File: config.mk
export PLATFORM = sky130hd
export DESIGN_NAME = clap_sequence_detector_core
export DESIGN_NICKNAME = d
export VERILOG_FILES = /design/src/hdl/csd_pkg.sv /design/src/hdl/csd_regs.sv /design/src/hdl/csd_avg.sv /design/src/hdl/csd_seq.sv /design/src/hdl/clap_sequence_detector_core.sv
export SDC_FILE = /design/constraint.sdc
export NUM_CORES = 1
export LEC_CHECK = 0
export ABC_CLOCK_PERIOD_IN_PS = 10870
export BUFFER_PORTS_ARGS = -buffer_cell sky130_fd_sc_hd__buf_2
export CORE_MARGIN = 8
export CORE_UTILIZATION = 56
export DETAILED_ROUTE_END_ITERATION = 12
export PLACE_DENSITY = 0.76
export REMOVE_ABC_BUFFERS = 1
export SLEW_MARGIN = 0
export SYNTH_ARGS = -nofsm -noshare
export SYNTH_HDL_FRONTEND = slang
export SYNTH_SLANG_ARGS = --single-unit
File: constraint.sdc
create_clock -name clk -period 10.87 [get_ports clk]
set_clock_uncertainty 0.15 [all_clocks]
set_input_delay 1.6305 -clock clk [delete_from_list [all_inputs] [get_ports clk]]
set_output_delay 1.6305 -clock clk [all_outputs]
set_load 0.1 [all_outputs]
File: src/hdl/csd_pkg.sv
// ----------------------------------------------------------------------------
// csd_pkg
// Shared widths, register map, reset values and types of the clap sequence
// detector.
// ----------------------------------------------------------------------------
package csd_pkg;

	localparam int SAMPLE_W = 12;
	localparam int MAG_W    = 13;
	localparam int WIN_W    = 10;
	localparam int COOL_W   = 8;
	localparam int OFFS_W   = 13;
	localparam int COUNT_W  = 8;

	localparam logic [SAMPLE_W-1:0] MIDSCALE = SAMPLE_W'(2048);
	localparam logic [COUNT_W-1:0]  COUNT_MAX = '1;

	// register map, index = paddr[3:2]
	localparam int          ADDR_W       = 4;
	localparam int          DATA_W       = 32;
	localparam logic [1:0]  REG_SEQ_WIN  = 2'd0;
	localparam logic [1:0]  REG_COOLDOWN = 2'd1;
	localparam logic [1:0]  REG_OFFSET   = 2'd2;

	localparam logic [WIN_W-1:0]  SEQ_WIN_RST  = WIN_W'(320);
	localparam logic [COOL_W-1:0] COOLDOWN_RST = COOL_W'(5);
	localparam logic [OFFS_W-1:0] OFFSET_RST   = OFFS_W'(1024);

	typedef struct packed {
		logic [WIN_W-1:0]  sequence_window;
		logic [COOL_W-1:0] cooldown_length;
		logic [OFFS_W-1:0] threshold_offset;
	} cfg_t;

	typedef struct packed {
		logic               seen;
		logic               started;
		logic               ended;
		logic [COUNT_W-1:0] total;
	} seq_res_t;

endpackage

File: src/hdl/csd_regs.sv
// ----------------------------------------------------------------------------
// csd_regs
// Configuration register file behind the APB-style port.
// ----------------------------------------------------------------------------
module csd_regs import csd_pkg::*; (
	input  logic              clk,
	input  logic              arst_n,
	input  logic              psel,
	input  logic              penable,
	input  logic              pwrite,
	input  logic [ADDR_W-1:0] paddr,
	input  logic [DATA_W-1:0] pwdata,
	output logic [DATA_W-1:0] prdata,
	output logic              pready,
	output cfg_t              cfg
);

	cfg_t       cfg_q;
	logic       wr_en;
	logic [1:0] reg_idx;

	assign pready  = 1'b1;
	assign reg_idx = paddr[3:2];
	assign wr_en   = psel & penable & pwrite;
	assign cfg     = cfg_q;

	always_ff @(posedge clk or negedge arst_n) begin
		if (!arst_n) begin
			cfg_q.sequence_window  <= SEQ_WIN_RST;
			cfg_q.cooldown_length  <= COOLDOWN_RST;
			cfg_q.threshold_offset <= OFFSET_RST;
		end else if (wr_en) begin
			case (reg_idx)
				REG_SEQ_WIN:  cfg_q.sequence_window  <= pwdata[WIN_W-1:0];
				REG_COOLDOWN: cfg_q.cooldown_length  <= pwdata[COOL_W-1:0];
				REG_OFFSET:   cfg_q.threshold_offset <= pwdata[OFFS_W-1:0];
				default: ;
			endcase
		end
	end

	always_comb begin
		case (reg_idx)
			REG_SEQ_WIN:  prdata = DATA_W'(cfg_q.sequence_window);
			REG_COOLDOWN: prdata = DATA_W'(cfg_q.cooldown_length);
			REG_OFFSET:   prdata = DATA_W'(cfg_q.threshold_offset);
			default:      prdata = '0;
		endcase
	end

endmodule

File: src/hdl/csd_avg.sv
// ----------------------------------------------------------------------------
// csd_avg
// Magnitude history ring, running sum and threshold compare.
// ----------------------------------------------------------------------------
module csd_avg import csd_pkg::*; #(
	parameter int AVERAGE_SPAN = 50
) (
	input  logic              clk,
	input  logic              arst_n,
	input  logic              advance,
	input  logic [MAG_W-1:0]  mag,
	input  logic [OFFS_W-1:0] offset,
	output logic              above
);

	localparam int DEPTH = AVERAGE_SPAN - 1;
	localparam int PW    = (DEPTH > 1) ? $clog2(DEPTH) : 1;
	localparam int SUM_W = $clog2(4096 * DEPTH + 1);
	localparam int K_W   = MAG_W;
	localparam int S_W   = $clog2(AVERAGE_SPAN + 1);
	localparam int CMP_W = K_W + S_W;

	logic [MAG_W-1:0] mem [DEPTH];
	logic [MAG_W-1:0] rd_raw_q;
	logic [MAG_W-1:0] byp_data_q;
	logic             byp_q;
	logic [PW-1:0]    pos_q;
	logic [PW-1:0]    pos_inc;
	logic [PW-1:0]    rd_addr;
	logic             wrap;
	logic             full_q;
	logic [SUM_W-1:0] sum_q;
	logic [MAG_W-1:0] oldest;
	logic [MAG_W:0]   diff_p1;
	logic [K_W-1:0]   half_up;
	logic [CMP_W-1:0] bound;

	assign wrap    = (pos_q == PW'(DEPTH - 1));
	assign pos_inc = wrap ? '0 : pos_q + 1'b1;
	// fetch the entry the next sample will replace
	assign rd_addr = advance ? pos_inc : pos_q;

	always_ff @(posedge clk) begin
		if (advance) begin
			mem[pos_q] <= mag;
		end
		rd_raw_q   <= mem[rd_addr];
		byp_q      <= advance && (rd_addr == pos_q);
		byp_data_q <= mag;
	end

	// entries not yet written since reset read as zero
	assign oldest = !full_q ? '0 : (byp_q ? byp_data_q : rd_raw_q);

	always_ff @(posedge clk or negedge arst_n) begin
		if (!arst_n) begin
			pos_q  <= '0;
			full_q <= 1'b0;
			sum_q  <= '0;
		end else if (advance) begin
			pos_q  <= pos_inc;
			full_q <= full_q | wrap;
			sum_q  <= sum_q - SUM_W'(oldest) + SUM_W'(mag);
		end
	end

	// mag > 2*(sum/span) + offset  <=>  sum < span * ceil((mag-offset)/2)
	assign diff_p1 = {1'b0, mag} - {1'b0, offset} + 1'b1;
	assign half_up = diff_p1[MAG_W:1];
	assign bound   = CMP_W'(half_up) * CMP_W'(AVERAGE_SPAN);
	assign above   = (mag > offset) && (CMP_W'(sum_q) < bound);

`ifndef SYNTH
	a_wrap_to_zero: assert property (@(posedge clk) disable iff (!arst_n)
		$rose(full_q) |-> (pos_q == '0))
		else $error("history fill flag set away from ring start");
`endif

endmodule

File: src/hdl/csd_seq.sv
// ----------------------------------------------------------------------------
// csd_seq
// Cooldown, sequence window and clap counting for each request.
// ----------------------------------------------------------------------------
module csd_seq import csd_pkg::*; (
	input  logic     clk,
	input  logic     arst_n,
	input  logic     advance,
	input  logic     above,
	input  cfg_t     cfg,
	output seq_res_t res
);

	logic [COOL_W-1:0]  cd_q;
	logic [WIN_W-1:0]   win_q;
	logic [COUNT_W-1:0] cnt_q;

	logic [WIN_W-1:0]   win_len;
	logic [WIN_W-1:0]   win_open;
	logic [WIN_W-1:0]   win_dec;
	logic [COUNT_W-1:0] cnt_inc;
	logic [COOL_W-1:0]  cd_next;
	logic [WIN_W-1:0]   win_next;
	logic [COUNT_W-1:0] cnt_next;

	always_comb begin
		win_len = (cfg.sequence_window == '0) ? WIN_W'(1) : cfg.sequence_window;

		res.seen    = (cd_q == '0) && above;
		res.started = res.seen && (win_q == '0);
		res.ended   = 1'b0;
		res.total   = '0;

		if (cd_q == '0) begin
			cd_next = res.seen ? cfg.cooldown_length : '0;
		end else begin
			cd_next = cd_q - 1'b1;
		end

		win_open = res.started ? win_len : win_q;
		cnt_inc  = (res.seen && (cnt_q != COUNT_MAX)) ? cnt_q + 1'b1 : cnt_q;
		win_dec  = win_open - 1'b1;
		win_next = win_open;
		cnt_next = cnt_inc;

		if (win_open != '0) begin
			win_next = win_dec;
			if (win_dec == '0) begin
				res.ended = 1'b1;
				res.total = cnt_inc;
				cnt_next  = '0;
			end
		end
	end

	always_ff @(posedge clk or negedge arst_n) begin
		if (!arst_n) begin
			cd_q  <= '0;
			win_q <= '0;
			cnt_q <= '0;
		end else if (advance) begin
			cd_q  <= cd_next;
			win_q <= win_next;
			cnt_q <= cnt_next;
		end
	end

`ifndef SYNTH
	a_count_in_window: assert property (@(posedge clk) disable iff (!arst_n)
		(cnt_q != '0) |-> (win_q != '0))
		else $error("claps pending with no open window");

	a_cooldown_load: assert property (@(posedge clk) disable iff (!arst_n)
		($past(advance) && $past(res.seen)) |-> (cd_q == $past(cfg.cooldown_length)))
		else $error("cooldown not loaded after a clap");
`endif

endmodule

File: src/hdl/clap_sequence_detector_core.sv
// ----------------------------------------------------------------------------
// clap_sequence_detector_core
// Rectifies microphone samples, detects claps against an adaptive threshold
// and reports clap totals per sequence window.
// ----------------------------------------------------------------------------
// path: sample registered in the input stage, result in the result register
// throughput: one sample per cycle while results are taken; input stage and
//   result register let the next sample in while a result waits to be taken
// reset: counters, sum and ring pointer cleared at once, history reads as
//   zero until written (fill flag, no clearing pass), registers to defaults
module clap_sequence_detector_core import csd_pkg::*; #(
	parameter int AVERAGE_SPAN = 50
) (
	input  logic                clk,
	input  logic                arst_n,
	input  logic                psel,
	input  logic                penable,
	input  logic                pwrite,
	input  logic [ADDR_W-1:0]   paddr,
	input  logic [DATA_W-1:0]   pwdata,
	output logic [DATA_W-1:0]   prdata,
	output logic                pready,
	input  logic                sample_valid,
	output logic                sample_ready,
	input  logic [SAMPLE_W-1:0] mic_sample,
	output logic                result_valid,
	input  logic                result_ready,
	output logic [MAG_W-1:0]    magnitude,
	output logic                clap_seen,
	output logic                sequence_started,
	output logic                sequence_ended,
	output logic [COUNT_W-1:0]  clap_total
);

	cfg_t                cfg;
	seq_res_t            res;
	logic                valid_s1;
	logic [SAMPLE_W-1:0] sample_s1;
	logic                valid_s2;
	logic [MAG_W-1:0]    mag_s2;
	seq_res_t            res_s2;
	logic                advance;
	logic [MAG_W-1:0]    mag;
	logic                above;

	csd_regs u_regs (
		.clk     (clk),
		.arst_n  (arst_n),
		.psel    (psel),
		.penable (penable),
		.pwrite  (pwrite),
		.paddr   (paddr),
		.pwdata  (pwdata),
		.prdata  (prdata),
		.pready  (pready),
		.cfg     (cfg)
	);

	assign advance      = valid_s1 && (!valid_s2 || result_ready);
	assign sample_ready = !valid_s1 || advance;

	always_ff @(posedge clk or negedge arst_n) begin
		if (!arst_n) begin
			valid_s1 <= 1'b0;
		end else if (sample_ready) begin
			valid_s1 <= sample_valid;
		end
	end

	always_ff @(posedge clk) begin
		if (sample_valid && sample_ready) begin
			sample_s1 <= mic_sample;
		end
	end

	// |sample - midscale| * 2
	always_comb begin
		if (sample_s1 >= MIDSCALE) begin
			mag = {MAG_W'(sample_s1 - MIDSCALE)} << 1;
		end else begin
			mag = {MAG_W'(MIDSCALE - sample_s1)} << 1;
		end
	end

	csd_avg #(
		.AVERAGE_SPAN (AVERAGE_SPAN)
	) u_avg (
		.clk     (clk),
		.arst_n  (arst_n),
		.advance (advance),
		.mag     (mag),
		.offset  (cfg.threshold_offset),
		.above   (above)
	);

	csd_seq u_seq (
		.clk     (clk),
		.arst_n  (arst_n),
		.advance (advance),
		.above   (above),
		.cfg     (cfg),
		.res     (res)
	);

	always_ff @(posedge clk or negedge arst_n) begin
		if (!arst_n) begin
			valid_s2 <= 1'b0;
		end else if (!valid_s2 || result_ready) begin
			valid_s2 <= valid_s1;
		end
	end

	always_ff @(posedge clk) begin
		if (advance) begin
			mag_s2 <= mag;
			res_s2 <= res;
		end
	end

	assign result_valid     = valid_s2;
	assign magnitude        = mag_s2;
	assign clap_seen        = res_s2.seen;
	assign sequence_started = res_s2.started;
	assign sequence_ended   = res_s2.ended;
	assign clap_total       = res_s2.total;

`ifndef SYNTH
	a_start_needs_clap: assert property (@(posedge clk) disable iff (!arst_n)
		(result_valid && sequence_started) |-> clap_seen)
		else $error("sequence opened without a clap");

	a_total_only_at_end: assert property (@(posedge clk) disable iff (!arst_n)
		(result_valid && !sequence_ended) |-> (clap_total == '0))
		else $error("clap total reported outside a sequence end");
`endif

endmodule

==> flow_summary.rst <==
.. list-table::
   :header-rows: 1

   * - Metric
     - Value
   * - Detailed-routing iteration count for the pre-antenna-repair pass
     - 6
   * - Total via count after detailed routing
     - 22700
   * - Data arrival time of the critical path
     - 10.46 ns
   * - Cell with the biggest individual delay on the critical path
     - sky130_fd_sc_hd__fa_1
   * - Total number of nets in the final design
     - 3098
   * - Number of synthesized register bits
     - 731
   * - Synth Area per Inst
     - 11.7 sq um
   * - Min cycle time layout
     - 10.13 ns
   * - Number of antenna violations at the first check in global routing
     - 1
   * - Power density of the placed cells
     - 336 mW/mm^2
   * - Critical setup path kind
     - flip-flop to flip-flop
   * - CTS sink cnt
     - 731
   * - Final design instance area without fill
     - 0.0373 sq mm
   * - Most common library cells after synthesis
     - sky130_fd_sc_hd__nand2_1, sky130_fd_sc_hd__edfxtp_1, sky130_fd_sc_hd__nand3_1
   * - Clock slew seen by the registers of the worst setup and hold paths
     - 0.06 ns
   * - Area growth from synthesis to layout
     - 10.9%
   * - Buffers from clock root to sink, at most
     - 3
   * - Seq/Total Area, Yosys
     - 0.633
   * - Num rows
     - 90
   * - Proportion of netlist area held by the largest area contributor
     - 0.556
   * - Core Region
     - 0.0599 sq mm
   * - Overall power consumption
     - 12500 uW
   * - Biggest area consumer among synthesized cells
     - sky130_fd_sc_hd__edfxtp_1
   * - Hold Crit Depth
     - 1
   * - CP most frequent cell
     - sky130_fd_sc_hd__ha_1
   * - Transition time of the tightest slew-check pin
     - 1.38 ns
   * - Overall track demand over capacity in global routing
     - 0.230
   * - Gate count after technology mapping
     - 2880
   * - Final standard cell count with taps included and fillers excluded
     - 3750
   * - Fraction of final layout cells with drive strength greater than 1
     - 0.109
   * - Maximum fanout along the worst path
     - 11
   * - Sort of element at the end of the critical path
     - flip-flop
   * - Total cell area at the placement stage
     - 0.0349 sq mm
   * - Final hold violations
     - 0
   * - Number of placed cells counting well taps
     - 3621
   * - Startpoint types
     - flip-flop
   * - Number of synthesized flops with an enable pin
     - 623
   * - Residual overflow from global routing
     - 0
   * - TritonCTS clock tree
     - yes
   * - Longest individual stage delay on the worst path
     - 0.50 ns
   * - Antenna diodes
     - 0
   * - Critical path required time
     - 11.20 ns
   * - Count of input and output buffers
     - 71
   * - Period Utilization, post-route
     - 0.932
   * - IO Pins
     - 114
   * - Status
     - completed
   * - Timing startpoint of the critical path
     - sample_s1[0]$_DFFE_PP_
   * - Number of buffers inserted during clock tree synthesis
     - 70
   * - Worst path setup slack after routing
     - 0.741 ns
   * - Max rail drop VDD
     - 0.000401 V
   * - Vias in the first global route
     - 22300
   * - Standby leakage power
     - 0.0138 uW
   * - Chip Width
     - 261 um
   * - Chip height
     - 261 um
   * - Max-capacitance violation count
     - 0
   * - FF-to-FF Start
     - sample_s1[0]$_DFFE_PP_
   * - Htree depth
     - 3
   * - Cell with the most instances after synthesis
     - sky130_fd_sc_hd__nand2_1
   * - Overall die area
     - 0.0682 sq mm
   * - Number of warnings reported in the yosys synthesis log
     - 0
   * - Global-route wire length before repair
     - 123 mm
   * - Dpl hpwl
     - 46.6 mm
   * - Worst-case reg-to-reg path depth
     - 43
   * - Primary FF master, synth
     - sky130_fd_sc_hd__edfxtp_1
   * - Routed length per placed instance
     - 21.1 um
   * - Final antenna-violating net count
     - 0
   * - Async set or reset register ratio after synthesis
     - 0.114
   * - Post-Syn Area
     - 0.0336 sq mm
   * - Final Wtd Congestion
     - 0.872
   * - RSZ-0062 raised after global routing
     - false
   * - Effective utilization at floorplan
     - 0.562
   * - Pin count of the biggest net entering global routing
     - 209
   * - Root buf cell
     - sky130_fd_sc_hd__clkbuf_16
   * - Headroom to the max-slew limit
     - 0.0759
   * - Clock latency of the later-clocked register in the worst-skew pair
     - 0.62 ns
   * - Final hold slack
     - 0.337 ns
   * - Placement-stage worst setup slack
     - 0.365 ns
   * - Via density per instance
     - 6.04
   * - Number of distinct library cells after synthesis
     - 90
   * - Fmax
     - 0.0987 GHz
   * - Setup violations, final
     - 0
   * - Max-slew violation count
     - 0
   * - Number of DRC markers in iteration 0
     - 2560
   * - Type of the most critical hold path
     - flip-flop to flip-flop
   * - Routed Wire Length
     - 79.1 mm
   * - Hold buffers post-CTS
     - 0
   * - Top post-synthesis cells by area
     - sky130_fd_sc_hd__edfxtp_1, sky130_fd_sc_hd__nand2_1, sky130_fd_sc_hd__dfrtp_1, sky130_fd_sc_hd__nand3_1, sky130_fd_sc_hd__ha_1
   * - Count of unresolved DRC violations after routing
     - 0
   * - Beginning of the worst hold path
     - u_avg.sum_q[17]$_DFFE_PN0P_
==> path summary, 6_finish.rpt <==
| check | end | slack, ns |
|---|---|---|
| max | u_seq.cnt_q[1]$_DFFE_PN0P_ | 0.74 |
| min | u_avg.sum_q[17]$_DFFE_PN0P_ | 0.34 |
| max reg2reg | u_seq.cnt_q[1]$_DFFE_PN0P_ | 0.74 |
| min reg2reg | u_avg.sum_q[17]$_DFFE_PN0P_ | 0.34 |
| max in group asynchronous | u_avg.full_q$_DFFE_PN0P_ | 8.73 |
| min in group asynchronous | u_regs.cfg[18]$_DFFE_PN0P_ | 1.08 |
==> critical path, delay by kind of cell, from the launching register on <==
kind	cells	cell delay, ns
flops	1	0.38
simple gates	7	1.32
mux	1	0.28
xor+xnor	2	0.34
buf+inv	5	0.52
fa+ha+maj	10	3.25
compound gates	18	3.73
==> flip-flops by register name, summed over array words and instances (netlist names) <==
register / count
u_regs.cfg: 31
clap_total: 8
result_valid: 1
valid_s1: 1
u_seq.cnt_q: 8
u_avg.pos_q: 6
u_avg.rd_raw_q: 12
u_avg.mem: 588
u_seq.cd_q: 8
u_avg.full_q: 1
sample_s1: 12
sequence_ended: 1
sequence_started: 1
u_avg.byp_data_q: 12
u_seq.win_q: 10
u_avg.byp_q: 1
u_avg.sum_q: 17
magnitude: 12
clap_seen: 1
==> per-stage QoR <==
step,util,setup TNS [ns]
after floorplan,-,-75.17
after global placement,0.582,0
after detailed placement,0.582,0
after CTS,0.622,0
after global routing,0.623,0
final,0.623,0
==> final cells by class <==
class / count / area (sq um)
Clock inverter: 32 / 499
Inverter: 94 / 363
Sequential cell: 731 / 21300
Tap cell: 782 / 978
Clock buffer: 95 / 1900
Multi-Input combinational cell: 1898 / 11500
Timing Repair Buffer: 118 / 736
Fill cell: 4426 / 22600
==> repair_timing <==
item	CTS	global route
gates resized for setup	0	4
buffers inserted	0	1
endpoints found under the setup margin	0	19
==> metal layers <==
layer,GRT usage,part of all wire
met1,0.313,0.41
met4,0.0825,0.029
met3,0.0444,0.087
met5,0,0.00016
met2,0.370,0.48
==> cell usage in the layout, fill, tap and decap left out, types with 30 or more instances in the layout <==
master / netlist / layout
sky130_fd_sc_hd__and3_1: 43 / 43
sky130_fd_sc_hd__xnor2_1: 32 / 30
sky130_fd_sc_hd__nand2_1: 690 / 690
sky130_fd_sc_hd__ha_1: 104 / 104
sky130_fd_sc_hd__buf_2: 5 / 70
sky130_fd_sc_hd__edfxtp_1: 623 / 623
sky130_fd_sc_hd__nand3_1: 310 / 310
sky130_fd_sc_hd__buf_4: 22 / 46
sky130_fd_sc_hd__mux2_2: 31 / 31
sky130_fd_sc_hd__a21oi_1: 67 / 66
sky130_fd_sc_hd__dfrtp_1: 78 / 78
sky130_fd_sc_hd__a311oi_1: 96 / 96
sky130_fd_sc_hd__nor2_1: 109 / 109
sky130_fd_sc_hd__o21ai_0: 67 / 67
sky130_fd_sc_hd__clkbuf_16: 0 / 71
sky130_fd_sc_hd__inv_1: 88 / 88
==> logic make-up (layout without fill, tap and decap cells) <==
group | after synthesis | in the layout | synth area share
simple gates | 1269 | 1269 | 0.167
other cells | 2 | 22 | 0.000223
compound gates | 362 | 362 | 0.0784
xor+xnor | 64 | 64 | 0.0169
fa+ha+maj | 130 | 130 | 0.0541
flops | 731 | 731 | 0.633
buf+inv | 271 | 339 | 0.0338
mux | 51 | 51 | 0.0163
==> where the power goes <==
| part | switching (uW) | internal [uW] | total [uW] | leakage (uW) |
|---|---|---|---|---|
| clock network | 1050 | 1460 | 2510 | 0.00115 |
| registers | 174 | 3300 | 3470 | 0.00679 |
| logic | 4090 | 2440 | 6530 | 0.00591 |
No activity file was read; power rests on OpenSTA's default activity.
